--- src/pfc_pkg.sv ---
// Shared types and constants for the prime factor count unit.
package pfc_pkg;

	localparam int COUNT_W = 5;
	localparam logic [COUNT_W-1:0] COUNT_MAX = 5'd31;

	// Commands from the controller to the datapath.
	typedef struct packed {
		logic load;     // take a new request and start the first trial division
		logic step;     // one restoring-division step
		logic take;     // divisor divides the remainder: keep the quotient, count it
		logic next_d;   // divisor does not divide: try the next divisor
		logic out_load; // capture the final count into the result register
	} cmd_t;

	// Status from the datapath to the controller.
	typedef struct packed {
		logic div_last;   // the division in flight is on its last step
		logic trial_over; // divisor squared exceeds the remainder
		logic rem_zero;   // the trial divisor divides the remainder
	} sts_t;

endpackage

--- src/pfc_dpath.sv ---
// Datapath: remainder, divisor, count and a shared bit-serial divider.
module pfc_dpath #(
	parameter int W = 32
) (
	input  logic                          clk,
	input  pfc_pkg::cmd_t                 cmd,
	input  logic signed [W-1:0]           value,
	output pfc_pkg::sts_t                 sts,
	output logic [pfc_pkg::COUNT_W-1:0]   factor_count
);

	localparam int CW = $clog2(W);
	localparam logic [CW-1:0] STEP_LAST = CW'(W - 1);

	logic [W-1:0]                 n_q;
	logic [W-1:0]                 d_q;
	logic [pfc_pkg::COUNT_W-1:0]  count_q;
	logic [W-1:0]                 rem_q;
	logic [W-1:0]                 quo_q;
	logic [CW-1:0]                step_q;
	logic [pfc_pkg::COUNT_W-1:0]  factor_count_q;

	logic [W-1:0]                 vin;
	logic [W:0]                   div_trial;
	logic [W+1:0]                 div_diff;
	logic                         div_ge;
	logic [W-1:0]                 rem_new;
	logic [pfc_pkg::COUNT_W-1:0]  count_inc;
	logic [pfc_pkg::COUNT_W-1:0]  count_final;

	always_comb begin
		// Negative values factor as zero, which yields no factors.
		vin = value[W-1] ? '0 : W'(unsigned'(value));
		div_trial = {rem_q, quo_q[W-1]};
		div_diff = {1'b0, div_trial} - {2'b00, d_q};
		div_ge = !div_diff[W+1];
		rem_new = div_ge ? div_diff[W-1:0] : div_trial[W-1:0];
		count_inc = (count_q == pfc_pkg::COUNT_MAX) ? pfc_pkg::COUNT_MAX
			: count_q + pfc_pkg::COUNT_W'(1);
		count_final = (n_q > W'(1)) ? count_inc : count_q;
	end

	always_ff @(posedge clk) begin
		if (cmd.load) begin
			n_q     <= vin;
			d_q     <= W'(2);
			count_q <= '0;
			rem_q   <= '0;
			quo_q   <= vin;
			step_q  <= STEP_LAST;
		end else if (cmd.take) begin
			n_q     <= quo_q;
			count_q <= count_inc;
			rem_q   <= '0;
			step_q  <= STEP_LAST;
		end else if (cmd.next_d) begin
			d_q    <= d_q + W'(1);
			rem_q  <= '0;
			quo_q  <= n_q;
			step_q <= STEP_LAST;
		end else if (cmd.step) begin
			rem_q  <= rem_new;
			quo_q  <= {quo_q[W-2:0], div_ge};
			step_q <= step_q - CW'(1);
		end
		if (cmd.out_load) begin
			factor_count_q <= count_final;
		end
	end

	// After a full division quo_q holds the quotient, so d > n/d is d > quo_q.
	assign sts.div_last   = (step_q == '0);
	assign sts.trial_over = (d_q > quo_q);
	assign sts.rem_zero   = (rem_q == '0);
	assign factor_count   = factor_count_q;

endmodule

--- src/pfc_ctrl.sv ---
// Controller: sequences trial divisions and owns both handshakes.
module pfc_ctrl (
	input  logic          clk,
	input  logic          arst_n,
	input  logic          in_valid,
	output logic          in_ready,
	output logic          out_valid,
	input  logic          out_ready,
	input  pfc_pkg::sts_t sts,
	output pfc_pkg::cmd_t cmd
);

	typedef enum logic [1:0] {
		ST_IDLE,
		ST_DIV,
		ST_CHECK,
		ST_FINISH
	} state_t;

	state_t state_q;
	state_t state_d;
	logic   out_valid_q;
	logic   out_free;

	always_comb begin
		cmd      = '0;
		state_d  = state_q;
		in_ready = (state_q == ST_IDLE);
		out_free = !out_valid_q || out_ready;
		case (state_q)
			ST_IDLE: begin
				if (in_valid) begin
					cmd.load = 1'b1;
					state_d  = ST_DIV;
				end
			end
			ST_DIV: begin
				cmd.step = 1'b1;
				if (sts.div_last) begin
					state_d = ST_CHECK;
				end
			end
			ST_CHECK: begin
				if (sts.trial_over) begin
					state_d = ST_FINISH;
				end else if (sts.rem_zero) begin
					cmd.take = 1'b1;
					state_d  = ST_DIV;
				end else begin
					cmd.next_d = 1'b1;
					state_d    = ST_DIV;
				end
			end
			ST_FINISH: begin
				if (out_free) begin
					cmd.out_load = 1'b1;
					state_d      = ST_IDLE;
				end
			end
			default: begin
				state_d = ST_IDLE;
			end
		endcase
	end

	always_ff @(posedge clk or negedge arst_n) begin
		if (!arst_n) begin
			state_q     <= ST_IDLE;
			out_valid_q <= 1'b0;
		end else begin
			state_q <= state_d;
			if (cmd.out_load) begin
				out_valid_q <= 1'b1;
			end else if (out_ready) begin
				out_valid_q <= 1'b0;
			end
		end
	end

	assign out_valid = out_valid_q;

endmodule

--- src/prime_factor_count_unit.sv ---
// After acceptance the unit runs a division for each trial and then captures the result.
// Each division is a VALUE_WIDTH-step restoring division followed by a check state.
// A new request is taken only in idle, after the last result is captured into a free output.
// A prime near 2^31 needs about 46340 divisions.
// The next request is taken while the last result waits; reset (arst_n low,
// asynchronous) returns the controller to idle and empties the output.
module prime_factor_count_unit #(
	parameter int VALUE_WIDTH = 32
) (
	input  logic                               clk,
	input  logic                               arst_n,
	input  logic                               in_valid,
	output logic                               in_ready,
	input  logic signed [VALUE_WIDTH-1:0]      value,
	output logic                               out_valid,
	input  logic                               out_ready,
	output logic [pfc_pkg::COUNT_W-1:0]        factor_count
);

	// The controller and datapath talk only through these two structs.
	pfc_pkg::cmd_t cmd;
	pfc_pkg::sts_t sts;

	// The controller walks each request through trial divisions: a full
	// division of the remainder by the current divisor gives both the
	// quotient, which decides whether the divisor still lies at or below
	// the square root, and the remainder, which says whether it divides.
	pfc_ctrl u_ctrl (
		.clk       (clk),
		.arst_n    (arst_n),
		.in_valid  (in_valid),
		.in_ready  (in_ready),
		.out_valid (out_valid),
		.out_ready (out_ready),
		.sts       (sts),
		.cmd       (cmd)
	);

	// The datapath holds the remainder, divisor, running count and the
	// result register, which frees the controller for the next request.
	pfc_dpath #(
		.W (VALUE_WIDTH)
	) u_dpath (
		.clk          (clk),
		.cmd          (cmd),
		.value        (value),
		.sts          (sts),
		.factor_count (factor_count)
	);

	// A new request is only loaded when the input handshake completes.
	a_load_on_accept: assert property (@(posedge clk) disable iff (!arst_n)
		cmd.load |-> (in_valid && in_ready))
		else $error("request loaded without an input handshake");

	// Once a request is taken the block is busy in the following cycle.
	a_busy_after_accept: assert property (@(posedge clk) disable iff (!arst_n)
		(in_valid && in_ready) |=> !in_ready)
		else $error("input ready while a request is in work");

	// A factor is only taken when the divisor divides and is within range.
	a_take_legal: assert property (@(posedge clk) disable iff (!arst_n)
		cmd.take |-> (sts.rem_zero && !sts.trial_over))
		else $error("factor taken on a failed trial");

	// Capturing a result always presents it in the next cycle.
	a_result_shown: assert property (@(posedge clk) disable iff (!arst_n)
		cmd.out_load |=> out_valid)
		else $error("captured result not presented");

endmodule

--- config.mk ---
export PLATFORM = sky130hd
export DESIGN_NAME = prime_factor_count_unit
export DESIGN_NICKNAME = d
export VERILOG_FILES = /design/src/pfc_pkg.sv /design/src/pfc_dpath.sv /design/src/pfc_ctrl.sv /design/src/prime_factor_count_unit.sv
export SDC_FILE = /design/constraint.sdc
export NUM_CORES = 1
export LEC_CHECK = 0
export ABC_AREA = 0
export BUFFER_PORTS_ARGS = -buffer_cell sky130_fd_sc_hd__buf_2
export CAP_MARGIN = 25
export CORE_MARGIN = 2
export CORE_UTILIZATION = 55
export CTS_BUF_LIST = sky130_fd_sc_hd__clkbuf_4
export CTS_CLUSTER_DIAMETER = 50
export DETAILED_ROUTE_END_ITERATION = 10
export PLACE_DENSITY = 0.69
export SETUP_SLACK_MARGIN = 0.05
export SYNTH_ARGS = -nofsm -noshare
export SYNTH_HDL_FRONTEND = slang
export SYNTH_SLANG_ARGS = --single-unit
--- constraint.sdc ---
create_clock -name clk -period 5.7 [get_ports clk]
set_input_delay 0.285 -clock clk [delete_from_list [all_inputs] [get_ports clk]]
set_output_delay 0.285 -clock clk [all_outputs]
set_load 0.01 [all_outputs]
# Word level (Yosys, flattened, before mapping)
# Index checks and enable logic that the tools add are counted.
[classes]
n_addsub = 4
order_cmp = 2
eq_ne = 8
n_mux = 26
n_bitwise = 1
n_reduce_logical = 13
[ops]
columns = ["cell", "n"]
rows = [
  ["two-way mux 32 bit", 7],
  ["subtractor 33 x 32 -> 34 bit", 1],
  ["adder 32 x 1 -> 32 bit, second input constant", 1],
  ["> comparator 32 x 1 -> 1 bit, second input constant", 1],
  ["> comparator 32 bit", 1],
  ["logical NOT 32 bit", 1],
  ["two-way mux 31 bit", 1],
  ["two-way mux 2 bit", 6],
  ["two-way mux 5 bit", 2],
  ["two-way mux 1 bit", 9],
  ["case mux 2 bit (4 select lines)", 1],
  ["adder 5 x 1 -> 5 bit, second input constant", 1],
  ["== test 5 bit, second input constant", 1],
  ["logical NOT 5 bit", 1],
  ["subtractor 5 x 1 -> 5 bit, second input constant", 1],
  ["== test 2 bit, second input constant", 2],
  ["inequality test 2 x 1 -> 1 bit, second input constant", 2],
  ["inequality test 2 bit, second input constant", 2],
  ["AND reduction 2 bit", 2],
  ["nonzero test 2 bit", 2],
  ["AND reduction 3 bit", 1],
  ["nonzero test 3 bit", 1],
  ["OR reduction 3 bit", 1],
  ["== test 2 x 1 -> 1 bit, second input constant", 1],
  ["4 further kinds", 5],
]
[word_totals]
register_bits = 146
in_bits = 36
output_inout_bits = 7
wordCells = 63

# Logic depth before layout (Yosys ltp)
# Gate-level depths: netlist (run 1).
[depth]
depth_word = 7
ltp_mapped = 13
mapped_depth_nobuf = 11

# By module
# A second synthesis (run 1) with hierarchy kept.
[unflattened]
cells_unflattened = 1057
hier_area_um2 = 9327.7
[by_module_without_submodules]
columns = ["module", "instances", "cells_each", "area_each_um2", "seq_area_each_um2"]
rows = [
  ["pfc_dpath", 1, 1039, 9152.5, 3553.4],
  ["pfc_ctrl", 1, 18, 175.2, 75.1],
]

# Least setup slack after synthesis (run 1)
# OpenSTA, ideal clock, no wires.
[synth_timing]
path_type = "register to register"
start = "reg u_dpath.quo_q[30]"
end = "reg u_dpath.quo_q[0], enable pin"
setup_ps = 421
arrival_ps = 3293
required_time_ps = 5279
path_slack_ps = 1986
stages_incl_launch_ff = 10
path_buffers = 1
synth_period_minus_slack_ps = 3714
path_cell_list = "edfxtp_1 -> inv_1 -> ha_1 -> a21oi_1 -> nand2_1 -> a221o_1 -> nor4bb_1 -> a21oi_1 -> clkbuf_1 -> nor2_1"
[synth_via]
elab_chain_cells = 5
word_cells_on_any_way = 6
classes_between = "order compare (1); eq/ne (1); mux (2); reduce/logical (2)"
[synth_lines]
columns = ["item", "line", "text"]
rows = [
  ["start: declaration", "pfc_dpath.sv:19", "logic [W-1:0] quo_q;"],
  ["start signal: assignment", "pfc_dpath.sv:49", "quo_q <= vin;"],
  ["start signal: assignment", "pfc_dpath.sv:59", "quo_q <= n_q;"],
  ["start signal: assignment", "pfc_dpath.sv:63", "quo_q <= {quo_q[W-2:0], div_ge};"],
  ["> comparator 32 bit (*)", "pfc_dpath.sv:73", "assign sts.trial_over = (d_q > quo_q);"],
  ["two-way mux 2 bit (*)", "pfc_ctrl.sv:44", "if (sts.trial_over) begin"],
  ["two-way mux 2 bit (*)", "pfc_ctrl.sv:30", "case (state_q)"],
  ["inequality test 2 x 1 -> 1 bit (no line) or nonzero test 3 bit (tied branches)", "--", ""],
  ["AND reduction 2 bit (no line) (*)", "--", ""],
]
# Mark *: on every way between the ends. The rest lies on a longest branch, timed or not.
# A chain may end at the register's enable or synchronous reset.

# Worst setup path in the final report (run 1)
[layout_timing]
start = "reg u_dpath.quo_q[14]"
end = "reg u_dpath.d_q[17]"
[layout_via]
elab_chain_cells = 5
[layout_lines]
columns = ["item", "line", "text"]
rows = [
  ["> comparator 32 bit (*)", "pfc_dpath.sv:73", ""],
  ["two-way mux 2 bit (*)", "pfc_ctrl.sv:44", ""],
  ["two-way mux 2 bit (*)", "pfc_ctrl.sv:30", ""],
  ["inverter 1 bit (no line)", "--", ""],
  ["AND reduction 2 bit (no line) (*)", "--", ""],
  ["end signal: assignment", "pfc_dpath.sv:57", "d_q <= d_q + W'(1);"],
  ["end: declaration", "pfc_dpath.sv:16", "logic [W-1:0] d_q;"],
]
# Marks and branches as above.

==> impl_summary.md, run 1 <==
Hold path
For hold timing, the worst endpoint is u_dpath.n_q[10]. The class of the tightest hold or removal check is input pin to flop. The worst hold path passes through 3 cells. The worst hold path begins at value[10].

Logic synthesis
The compound-cell area share of the yosys netlist is 0.183. The top-area cell type share of the netlist area is 0.223. When the netlist entered floorplanning its net count stood at 1146. The adder-cell area share of the yosys netlist is 0.0922. The number of warnings reported in the yosys synthesis log is 0. The fraction of the yosys area taken by sequential cells is 0.390. In this run the cell area of the synthesized design comes to around 9300 um2. Synthesis inferred 146 register bits.

In this run the mean area of a mapped cell was 8.93 um2. Of the total synthesized cell area, the portion taken by XOR and XNOR cells is 0.0339. The primary flip-flop cell chosen by synthesis mapping is sky130_fd_sc_hd__dfxtp_1. The count of flip-flops with a built-in enable after synthesis is slightly below 70. The multiplexer fraction of the synthesized cell area is 0.0444. After synthesis, the largest family of logic cells by area is simple AND/OR/NAND/NOR gates. Of the total synthesized cell area, the portion taken by AND, OR, NAND and NOR gates is 0.206. The post-synthesis cell type count is between 70 and 80. After synthesis, the share of flip-flops with an asynchronous set or reset is 0.0205. By area the synthesized netlist is led by sky130_fd_sc_hd__edfxtp_1, sky130_fd_sc_hd__dfxtp_1, sky130_fd_sc_hd__ha_1.

The number of cells produced by synthesis is 1042. The cell taking the most area after synthesis is sky130_fd_sc_hd__edfxtp_1.

Setup path
In this run the worst path has a maximum fanout of 42. Data arrives at the worst endpoint at 4.23 ns. For this run, the slowest stage of the critical path takes roughly 0.55 ns.

The most common cell type on the critical path is sky130_fd_sc_hd__buf_4. The endpoint identified for the worst register-to-register timing path is u_dpath.d_q[17]. The data required time of the critical path is between 6 and 7 ns.

The cell type group with the largest total delay on the critical path is compound AO/OA/AOI/OAI gates. The worst setup path is launched from a flop. For flop-to-flop paths, the worst setup slack is between 1.5 and 2 ns. The sort of element at the end of the critical path is a flop. The critical path in this run is classified as flop to flop. The buffer and inverter count on the worst path is 3. Among all stages on the critical path, the largest delay is contributed by sky130_fd_sc_hd__nor2_4. The critical path goes through inv_1 > ha_1 > a21oi_1 > nand2_1 > a21o_1 > o41ai_2 > a21boi_1 > buf_4 > nor2_4 > buf_4 > nand3_1 > mux2_1. The number of cells on the worst reg-to-reg path is 12. In this run the critical register-to-register path is launched from u_dpath.quo_q[14].

Drt
In this run the remaining antenna-violating nets after routing total 0. The number of iterations in the first detailed-routing pass is 5. The initial DRC count is 633.

The wire length per cell after detailed routing is about 17 um. Dividing the detail-routed via count by the number of cells gives between 6 and 7. The total DRC errors in the routed layout is 0. The final wirelength is roughly 23 mm. The routed layout has between 7000 and 8000 vias.

STA
The pin slew with the least headroom to its limit is a little over 1 ns. For the final database, setup skew stands at roughly 0.021 ns. Setup repair after global routing left no endpoint under its margin. The count of final hold-check violations is 0.

The sum of negative setup slack is 0 ns. In this run the tightest slew margin relative to its limit is 0.290. Static timing analysis puts the maximum clock frequency at roughly 0.27 GHz. Across all hold checks on the routed design, the worst slack comes to 0.0285 ns. Setup violations remaining at the end of the flow were counted as 0.

The post-route clock period utilization is 0.659. Once routing completed, OpenROAD measured the worst setup slack at 1.95 ns. The count of pins over their slew limit is 0. The time the worst path needs with I/O delays and setup is roughly 3.8 ns.

CTS
The number of buffers inserted during clock tree synthesis is 17. The number of gates resized after CTS is 0. In this run the clock root is driven by a sky130_fd_sc_hd__clkbuf_4. CTS built an H-tree with a depth of 4. The number of buffers on the longest clock path is 2. The clock tree from TritonCTS is done. For this design, the sink count on the clock tree is roughly 150.

After clock tree synthesis, the clock-pin slew on the worst setup and hold paths is roughly 0.15 ns. The clock insertion delay at the later pin of the skew report is approximately 0.59 ns.

Floorplanning
The floorplan step defined a die boundary enclosing 18000 um2. For this design the top-level I/O count stands at 43. In this run the core area contains 47 standard-cell rows. The total core area is between 15000 and 20000 um2. The overall die height is around 130 um. The initial utilization of the core area, before any placement, comes to 0.561. The die outline width is around 130 um.

Outcome
The run finished with clean final reports.

GRT
The remaining global-route overflow is 0. The number of global-route vias before repair is just over 7000. The global router's overall resource usage is 0.258. The wire length of the first global-routing pass is 36.7 mm. The initial antenna violation count is 1. The pin count of the biggest net entering global routing is 99.

Power
The cell area power density is slightly above 500 nW/um2. Across the VDD grid, the largest voltage drop is 0.385 mV. The cell leakage power is around 3.8 nW.

The total power draw is between 5 and 6 mW.

Final layout
The growth of design area from synthesis to finish is 7.22%. The library cells used most frequently in the layout, excluding fill and tap cells, are sky130_fd_sc_hd__nand2_1, sky130_fd_sc_hd__dfxtp_1, sky130_fd_sc_hd__nor2_1, sky130_fd_sc_hd__edfxtp_1, sky130_fd_sc_hd__inv_1. Leaving out fill and tap cells, the most frequent cell in the layout is sky130_fd_sc_hd__nand2_1.

The share of post-route cells with drive strength above 1 is 0.0939. The final layout contains ~1200 nets.

Placement
The global placer's final weighted congestion is between 0.8 and 0.9. The count of buffers from port buffering is 42. Detailed placement finished with a half-perimeter wire length of approximately 16 mm. The worst slack after detailed placement is roughly 2.0 ns.

Run
The tool flagged a number of max-cap violations equal to 0.
==> cell usage after synthesis (all sizes together), types with 5 or more instances <==
cell / instances
nor4: 30
nand3b: 31
o31ai: 8
nand3: 30
o21bai: 5
clkbuf: 36
o211ai: 11
or4: 9
a32oi: 6
mux2: 18
a211oi: 7
ha: 67
or2: 7
nand2b: 12
and2: 5
and3: 8
buf: 13
nor2: 73
a31oi: 7
nor3: 19
nor2b: 7
dfxtp: 74
o21ai: 81
edfxtp: 69
xor2: 15
mux2i: 21
nand4: 22
xnor2: 21
a21o: 14
a21oi: 47
o21a: 7
inv: 68
o311ai: 32
nand2: 117
==> worst min-delay path: stages <==
cell	delay (ns)
sky130_fd_sc_hd__buf_2	0.08
sky130_fd_sc_hd__nand3b_1	0.08
sky130_fd_sc_hd__o21ai_0	0.07
==> cell families after synthesis <==
family / after synthesis
compound gates: 257
xor+xnor: 36
fa+ha+maj: 68
buf+inv: 117
flops: 146
mux: 39
simple gates: 379
==> where the power goes <==
group | leakage, nW | switching, mW | total, mW | internal [mW]
clock | 0.155 | 0.438 | 0.710 | 0.273
combinational | 2.30 | 1.53 | 2.69 | 1.16
sequential | 1.34 | 0.218 | 1.70 | 1.49
==> state kept, by name (all words and copies together), names as in the netlist <==
signal and count:
u_ctrl.out_valid 1, u_ctrl.state_q 2, u_dpath.count_q 5, u_dpath.d_q 32, u_dpath.factor_count 5, u_dpath.n_q 32
u_dpath.quo_q 32, u_dpath.rem_q 32, u_dpath.step_q 5
==> repair_timing <==
action | 4_1_cts | 5_1_grt
hold buffers | 3 | 0
setup buffers | 0 | 0
hold endpoints to repair | 4 | 0
==> metrics by stage <==
step                area (um2)  utilization  instances
floorplan                 9310            -       1042
CTS                       9980        0.602       1296
detailed placement        9650        0.582       1261
global route              9980        0.602       1297
global placement          9650        0.582       1261
finish                    9980        0.602       1297
==> cell type report <==
cell class              count  area [um2]
clock buffers              17         128
repair buffers             51         285
inverters                  68         255
flip-flops and latches    146        3630
fillers                  1507        6600
multi-input cells         779        5240
clock inverters            15         171
well taps                 220         275
diodes                      1        2.50
==> layer usage <==
layer	GRT usage	part of all wire	wire length [um]
met5	0	0	0
met4	0.0702	0.016	365
met3	0.0446	0.046	1040
met2	0.409	0.45	10200
met1	0.367	0.49	11000
==> how the worst max path moves through the flow <==
stage | start | to | slack (ns) | cells after the start
final | u_dpath.quo_q[14] | u_dpath.d_q[17] | 1.95 | 12
after global routing | u_dpath.quo_q[14] | u_dpath.d_q[17] | 1.68 | 12
after CTS | u_dpath.quo_q[14] | u_dpath.d_q[17] | 1.96 | 12
after detailed placement | u_dpath.quo_q[14] | u_dpath.d_q[17] | 1.99 | 12
after global placement | u_dpath.quo_q[14] | u_dpath.d_q[17] | 2.06 | 12
after floorplan | u_dpath.quo_q[30] | u_dpath.quo_q[0] | 1.99 | 9
(Power assumes the default switching activity.)
==> inputs of run 2 (changes only) <==
--- a/config.mk
+++ b/config.mk
@@ -5,7 +5,7 @@
 export SDC_FILE = /design/constraint.sdc
 export NUM_CORES = 1
 export LEC_CHECK = 0
-export ABC_AREA = 0
+export ABC_AREA = 1
 export BUFFER_PORTS_ARGS = -buffer_cell sky130_fd_sc_hd__buf_2
 export CAP_MARGIN = 25
 export CORE_MARGIN = 2
@@ -13,7 +13,7 @@
 export CTS_BUF_LIST = sky130_fd_sc_hd__clkbuf_4
 export CTS_CLUSTER_DIAMETER = 50
 export DETAILED_ROUTE_END_ITERATION = 10
-export PLACE_DENSITY = 0.69
+export PLACE_DENSITY = 0.68
 export SETUP_SLACK_MARGIN = 0.05
 export SYNTH_ARGS = -nofsm -noshare
 export SYNTH_HDL_FRONTEND = slang
==> constraint.sdc (replaced) <==
create_clock -name clk -period 3.6 [get_ports clk]
set_input_delay 0.18 -clock clk [delete_from_list [all_inputs] [get_ports clk]]
set_output_delay 0.18 -clock clk [all_outputs]
set_load 0.01 [all_outputs]
==> run 2 against run 1 <==
Net effect: worst setup slack got worse by 1.2 ns; clock-buffer cell count increased by 2; final cell count increased by 42%; critical path type unchanged; clock skew increased by 0.0043 ns; largest cell class unchanged; critical path depth unchanged; non-clock buffer count increased by 47.
==> impl_summary.md, run 2 <==
Setup path
The most common cell type on the critical path is sky130_fd_sc_hd__nand2_1 (was sky130_fd_sc_hd__buf_4). The start-to-end type of the worst setup path is flop to flop (unchanged). The endpoint arrival time on the critical path is 3.33 ns (was 4.23 ns). The data required time of the critical path came to 4.06 ns (was 6.17 ns). The slowest cell on the critical path is sky130_fd_sc_hd__dfxtp_1 (was sky130_fd_sc_hd__nor2_4). The peak fanout along the critical path was 36 (was 42). The sort of element at the start of the critical path was a flop (unchanged). The largest incremental delay on the critical path is 0.50 ns (was 0.55 ns). Cell-by-cell trace of the critical path: inv_1 > ha_1 > nand2_1 > nor2_1 > nand2_1 > nor2_1 > nand3_1 > nand3_2 > buf_4 > a21oi_1 > o21ai_0 > nand2_1 (was inv_1 > ha_1 > a21oi_1 > nand2_1 > a21o_1 > o41ai_2 > a21boi_1 > buf_4 > nor2_4 > buf_4 > nand3_1 > mux2_1). The sort of element at the end of the critical path is a flop (unchanged).

Logic synthesis
The number of nets in the synthesized netlist is 1641 (was 1146). The number of cells produced by synthesis came to 1537 (was 1042). The top-area cell type share of the netlist area came to 0.196 (was 0.223).

The flip-flop and latch count after synthesis is 146 (unchanged). The primary flip-flop cell chosen by synthesis mapping is sky130_fd_sc_hd__dfxtp_1 (unchanged). Most frequent cells after synthesis: sky130_fd_sc_hd__nand2_1, sky130_fd_sc_hd__inv_1, sky130_fd_sc_hd__nor2_1 (was sky130_fd_sc_hd__nand2_1, sky130_fd_sc_hd__dfxtp_1, sky130_fd_sc_hd__nor2_1). The most numerous cell in the Yosys netlist is sky130_fd_sc_hd__nand2_1 (unchanged). Largest cells by area after synthesis: sky130_fd_sc_hd__edfxtp_1, sky130_fd_sc_hd__nand2_1, sky130_fd_sc_hd__dfxtp_1 (was sky130_fd_sc_hd__edfxtp_1, sky130_fd_sc_hd__dfxtp_1, sky130_fd_sc_hd__ha_1). The post-synthesis cell type count is 39 (was 72). The post-synthesis average cell area is 6.88 um2 (was 8.93 um2). The fraction of registers with async set or reset after synthesis was 0.0205 (unchanged).

The number of warnings reported in the yosys synthesis log came to 0 (unchanged). The count of flip-flops with a built-in enable after synthesis is 69 (unchanged). The cell taking the most area after synthesis was sky130_fd_sc_hd__edfxtp_1 (unchanged). The fraction of the yosys area taken by sequential cells came to 0.343 (was 0.390). The area of the mapped netlist came to 10600 um2 (was 9310 um2).

Hold path
The class of the tightest hold or removal check is input pin to flop (unchanged).

Final layout
Commonest non-fill, non-tap cells in the layout: sky130_fd_sc_hd__nand2_1, sky130_fd_sc_hd__inv_1, sky130_fd_sc_hd__nor2_1, sky130_fd_sc_hd__nand3_1, sky130_fd_sc_hd__a21oi_1 (was sky130_fd_sc_hd__nand2_1, sky130_fd_sc_hd__dfxtp_1, sky130_fd_sc_hd__nor2_1, sky130_fd_sc_hd__edfxtp_1, sky130_fd_sc_hd__inv_1). The share of post-route cells with drive strength above 1 is 0.0744 (was 0.0939). The final standard cell utilization of the core is 0.617 (was 0.602). The count of fill cells added during filler insertion was 1798 (was 1507). The growth of design area from synthesis to finish is 9.64% (was 7.22%). The net count of the finished layout is 1703 (was 1167). The most common cell after layout, fill and taps aside was sky130_fd_sc_hd__nand2_1 (unchanged).

GRT
The number of global-route vias before repair is 9412 (was 7183). The wire length of the first global-routing pass came to 49.3 mm (was 36.7 mm). The global router's overall resource usage is 0.307 (was 0.258).

The initial antenna violation count is 1 (unchanged). The remaining global-route overflow is 0 (unchanged). The pin count of the biggest net entering global routing is 64 (was 99).

Outcome
Status: complete, no violations (unchanged).

CTS
The maximum level of the CTS H-tree is 4 (unchanged). The number of buffers on the longest clock path is 2 (unchanged). The number of gates resized after CTS is 0 (unchanged). The clock net sink count is 146 (unchanged).

The root buffer cell is sky130_fd_sc_hd__clkbuf_4 (unchanged). The clock insertion delay at the later pin of the skew report is 0.58 ns (was 0.59 ns). The clock tree from TritonCTS was done (unchanged). The number of buffers inserted during clock tree synthesis is 17 (unchanged). The register clock-pin slew on the reported worst setup and hold paths was 0.15 ns (about the same).

Drt
The total DRC errors in the routed layout is 0 (unchanged). The initial DRC count is 1004 (was 633). The vias per cell is 5.60 (was 6.01). The number of nets still failing antenna checks after routing is 0 (unchanged). The via total after detailed routing is 10300 (was 7795). The final wirelength is 30.6 mm (was 22.6 mm). The number of iterations in the first detailed-routing pass came to 6 (was 5). The wire length per cell after detailed routing came to 16.6 um (was 17.4 um).

Placement
The global placer's final weighted congestion is 0.989 (was 0.893). The count of buffers from port buffering is 42 (unchanged). The estimated wirelength of the detail-placed design is 22.5 mm (was 16.4 mm).

STA
The count of final hold-check violations is 0 (unchanged). The final-report setup violation count was 0 (unchanged). The pin slew with the least headroom to its limit is 0.921 ns (was 1.04 ns).

The upper clock frequency limit is 0.348 GHz (was 0.266 GHz). The time the worst path needs with I/O delays and setup is 2.87 ns (was 3.75 ns). The maximum clock skew at final layout is 0.0254 ns (was 0.0211 ns). The count of pins over their slew limit is 0 (unchanged). The post-route clock period utilization is 0.798 (was 0.659).

The sum of negative setup slack was 0 ns (unchanged). The worst relative slew slack is 0.385 (was 0.290). The final hold slack was 0.247 ns (was 0.0285 ns).

Setup repair after global routing missed its margin: false (unchanged).

Floorplanning
The number of placed I/O pins is 43 (unchanged). The overall die height is 143 um (was 134 um). The row count came to 50 (was 47). The full die area is 20300 um2 (was 18000 um2). The initial cell density of the core was 0.563 (was 0.561). The die outline width was 143 um (was 134 um). The total core area came to 18800 um2 (was 16600 um2).

Run
The number of max-cap violations was 0 (unchanged).
[run 2: stage by stage]
step                setup WS, ns  cells  area (um2)
finish                     0.727   1848       11600
global route               0.475   1848       11600
CTS                        0.755   1846       11600
detailed placement         0.787   1779       11000
global placement           0.768   1779       11000
floorplan                  0.681   1537       10600
[run 2: layer usage]
layer,global-route usage,wire length [um],vias up
met2,0.487,13600,399
met1,0.436,14200,4694
met5,0,0,-
met3,0.0557,2320,37
li1,-,-,5214
met4,0.0714,448,0
[run 2: cell type report]
cell class	instances	area (um2)	share of cell area
inverters	201	754	0.0651
repair buffers	98	731	0.0631
well taps	234	293	0.0253
flip-flops and latches	146	3630	0.313
clock inverters	13	129	0.0111
multi-input cells	1135	5900	0.510
clock buffers	19	143	0.0123
diodes	2	5.00	0.000432
[run 2: logic make-up after synthesis]
| kind of cell | share of synthesized area |
|---|---|
| fa+ha+maj | 0.0812 |
| xor+xnor | 0.0373 |
| simple gates | 0.348 |
| buf+inv | 0.0994 |
| flops | 0.343 |
| compound gates | 0.0912 |
[run 2: critical path: cells and delay by family (launching register included)]
family / cells / cell delay [ns]
DFF: 1 / 0.50
buffers and inverters: 2 / 0.50
adders and majority gates: 1 / 0.39
and+or+nand+nor: 7 / 1.05
AOI/OAI and AO/OA: 2 / 0.31
[run 2: timing repair]
item | CTS | global route
setup buffers | 0 | 0
endpoints found under the setup margin | 0 | 0
hold buffers | 35 | 0
endpoints found under the hold margin | 68 | 0
[run 2: final timing paths]
path / startpoint / end / slack, ns / depth (start not counted)
max: u_dpath.d_q[28] / u_dpath.rem_q[0] / 0.73 / 12
min: value[31] / u_dpath.quo_q[20] / 0.25 / 5
max reg2reg: u_dpath.d_q[28] / u_dpath.rem_q[0] / 0.73 / 12
min reg2reg: u_dpath.rem_q[14] / u_dpath.rem_q[14] / 0.48 / 2
max in group asynchronous: arst_n / u_ctrl.out_valid / 2.97 / 3
min in group asynchronous: arst_n / u_ctrl.state_q[0] / 0.47 / 3
Power of run 2 is not shown: default switching activity piles up to over one toggle a cycle in this logic, so the estimate is an artifact.
==> inputs of run 3 (changes only) <==
--- a/config.mk
+++ b/config.mk
@@ -13,7 +13,7 @@
 export CTS_BUF_LIST = sky130_fd_sc_hd__clkbuf_4
 export CTS_CLUSTER_DIAMETER = 50
 export DETAILED_ROUTE_END_ITERATION = 10
-export PLACE_DENSITY = 0.68
+export PLACE_DENSITY = 0.71
 export SETUP_SLACK_MARGIN = 0.05
 export SYNTH_ARGS = -nofsm -noshare
 export SYNTH_HDL_FRONTEND = slang
==> constraint.sdc (replaced) <==
create_clock -name clk -period 2.35 [get_ports clk]
set_input_delay 0.1175 -clock clk [delete_from_list [all_inputs] [get_ports clk]]
set_output_delay 0.1175 -clock clk [all_outputs]
set_load 0.01 [all_outputs]
==> run 3 against run 2 <==
Net effect: sequential share of layout area is 5.3 points lower; utilization grew 13 points; non-clock buffer count is 196 higher; first-iteration DRC count up 5.7%; final area is 21% higher; the run now ends with negative setup slack left; critical path type unchanged; routed wire length increased by 19%; register-to-register slack got worse by 0.79 ns; final cell count increased by 11%; global-route usage up 4.3 points.
==> impl_summary.md, run 3 (synthesis results as in run 2) <==
Outcome
Status: finished, violations left (was complete, no violations). The final reports fail on negative setup slack.

CTS
The clock insertion delay at the later pin of the skew report was 0.60 ns (was 0.58 ns). The number of buffers on the longest clock path came to 2 (unchanged). The clock tree from TritonCTS is done (unchanged). The root buffer cell is sky130_fd_sc_hd__clkbuf_4 (unchanged). The clock net sink count is 146 (unchanged). The register clock-pin slew on the reported worst setup and hold paths is 0.15 ns (about the same). The number of buffers inserted during clock tree synthesis is 17 (unchanged). The maximum level of the CTS H-tree is 4 (unchanged).

Setup path
The source of the worst register-to-register timing path is u_dpath.quo_q[15] (was u_dpath.d_q[28]). The peak fanout along the critical path is 24 (was 36). The sort of element at the start of the critical path was a flop (unchanged). The sort of element at the end of the critical path is a flop (unchanged).

The largest incremental delay on the critical path is 0.39 ns (was 0.50 ns). The start-to-end type of the worst setup path is flop to flop (unchanged). The data required time of the critical path is 2.87 ns (was 4.06 ns). The endpoint arrival time on the critical path is 2.93 ns (was 3.33 ns). Cell-by-cell trace of the critical path: inv_1 > ha_4 > nand2_1 > nor2_4 > nand2_2 > clkinv_1 > nand2_1 > nand2_2 > nand2_2 > nand2_2 > nand2_4 > buf_12 > buf_12 > nand4_1 > a21oi_2 (was inv_1 > ha_1 > nand2_1 > nor2_1 > nand2_1 > nor2_1 > nand3_1 > nand3_2 > buf_4 > a21oi_1 > o21ai_0 > nand2_1). The slowest cell on the critical path was sky130_fd_sc_hd__edfxtp_1 (was sky130_fd_sc_hd__dfxtp_1). The launching instance or port of the critical path is u_dpath.quo_q[15] (was u_dpath.d_q[28]).

The buffer and inverter count on the worst path is 4 (was 2). The cell type group with the largest total delay on the critical path is simple AND/OR/NAND/NOR gates (unchanged). The most common cell type on the critical path is sky130_fd_sc_hd__nand2_2 (was sky130_fd_sc_hd__nand2_1).

STA
The post-route clock period utilization was 1.03 (was 0.798). The final-report setup violation count is 70 (was 0). The maximum clock skew at final layout is 0.0305 ns (was 0.0254 ns). The worst setup slack after layout is -0.0634 ns (was 0.727 ns). The count of pins over their slew limit is 0 (unchanged). Setup repair after global routing missed its margin: true (was false). The pin slew with the least headroom to its limit is 0.585 ns (was 0.921 ns). The count of final hold-check violations is 0 (unchanged). The time the worst path needs with I/O delays and setup is 2.41 ns (was 2.87 ns).

The upper clock frequency limit was 0.414 GHz (was 0.348 GHz). The worst relative slew slack came to 0.610 (was 0.385).

Final layout
The final standard cell utilization of the core came to 0.749 (was 0.617). The final instance area was 14100 um2 (was 11600 um2). The count of fill cells added during filler insertion is 1463 (was 1798). Commonest non-fill, non-tap cells in the layout: sky130_fd_sc_hd__nand2_1, sky130_fd_sc_hd__inv_1, sky130_fd_sc_hd__buf_4, sky130_fd_sc_hd__nand3_1, sky130_fd_sc_hd__nor2_1 (was sky130_fd_sc_hd__nand2_1, sky130_fd_sc_hd__inv_1, sky130_fd_sc_hd__nor2_1, sky130_fd_sc_hd__nand3_1, sky130_fd_sc_hd__a21oi_1). The growth of design area from synthesis to finish is 33.1% (was 9.64%).

The net count of the finished layout is 1900 (was 1703). The share of post-route cells with drive strength above 1 is 0.248 (was 0.0744). The most common cell after layout, fill and taps aside is sky130_fd_sc_hd__nand2_1 (unchanged).

Placement
The estimated wirelength of the detail-placed design is 24.4 mm (was 22.5 mm). The worst slack after detailed placement came to -0.228 ns (was 0.787 ns). The total cell area at the placement stage is 12300 um2 (was 11000 um2). The global placer's final weighted congestion is 0.957 (was 0.989).

The count of buffers from port buffering is 42 (unchanged).

Drt
The wire length per cell after detailed routing was 17.8 um (was 16.6 um). The initial DRC count is 1061 (was 1004). The number of nets still failing antenna checks after routing was 0 (unchanged). The final wirelength is 36.5 mm (was 30.6 mm). The number of iterations in the first detailed-routing pass is 8 (was 6). The vias per cell came to 5.73 (was 5.60). The via total after detailed routing is 11700 (was 10300).

The total DRC errors in the routed layout came to 0 (unchanged).

Run
The number of max-cap violations came to 0 (unchanged).

Floorplanning
The full die area was 20300 um2 (unchanged). The initial cell density of the core is 0.563 (unchanged). The row count is 50 (unchanged). The number of placed I/O pins is 43 (unchanged).

The total core area came to 18800 um2 (unchanged). The overall die height was 143 um (unchanged). The die outline width is 143 um (unchanged).

GRT
The initial antenna violation count is 1 (unchanged). The remaining global-route overflow is 0 (unchanged). The number of global-route vias before repair is 11000 (was 9412).

The wire length of the first global-routing pass is 55.9 mm (was 49.3 mm). The pin count of the biggest net entering global routing is 64 (unchanged). The global router's overall resource usage is 0.350 (was 0.307).

Hold path
The source of the worst hold timing path is value[31] (unchanged). The class of the tightest hold or removal check was input pin to flop (unchanged).
[run 3: final timing paths]
check | to | slack [ns] | cells past startpoint
setup reg to reg | u_dpath.d_q[7] | -0.06 | 15
max in group asynchronous | u_ctrl.out_valid | 1.74 | 3
hold reg to reg | u_dpath.rem_q[14] | 0.48 | 2
min in group asynchronous | u_ctrl.state_q[0] | 0.44 | 3
hold / removal | u_dpath.quo_q[8] | 0.18 | 5
setup / recovery | u_dpath.d_q[7] | -0.06 | 15
[run 3: repair_timing]
action	CTS	global route
hold endpoints to repair	68	0
gates cloned	7	3
pin swaps	16	47
resized for setup	75	113
endpoints found under the setup margin	154	172
hold buffers	35	0
setup buffers	33	7
[run 3: final cells by class]
| type | count | area [um2] | area share |
|---|---|---|---|
| diodes | 2 | 5.00 | 0.000356 |
| clock buffers | 20 | 150 | 0.0107 |
| clock inverters | 12 | 181 | 0.0129 |
| inverters | 201 | 754 | 0.0536 |
| multi-input cells | 1136 | 6460 | 0.459 |
| flip-flops and latches | 146 | 3660 | 0.260 |
| well taps | 234 | 293 | 0.0208 |
| repair buffers | 294 | 2560 | 0.182 |
[run 3: tightest hold or removal path: cells and delay by family]
family | cells | cell delay (ns)
buf+inv | 2 | 0.32
simple gates | 3 | 0.19
[run 3: routing by layer]
| layer | share of wire | GRT usage | up-vias |
|---|---|---|---|
| met2 | 0.47 | 0.583 | 567 |
| met4 | 0.029 | 0.106 | 0 |
| met3 | 0.080 | 0.0597 | 99 |
| li1 | - | - | 5623 |
| met1 | 0.42 | 0.467 | 5419 |
| met5 | 0 | 0 | - |
[run 3: per-stage QoR]
step / hold WS, ns / TNS, ns / std cells
2_1_floorplan: -0.178 / 0 / 1537
3_3_place_gp: -0.0865 / -4.87 / 1937
3_5_place_dp: -0.0800 / -14.62 / 1937
4_1_cts: 0.165 / -1.76 / 2040
5_1_grt: 0.232 / -15.92 / 2045
6_report: 0.179 / -1.84 / 2045
Power of run 3 is left out for the same reason.
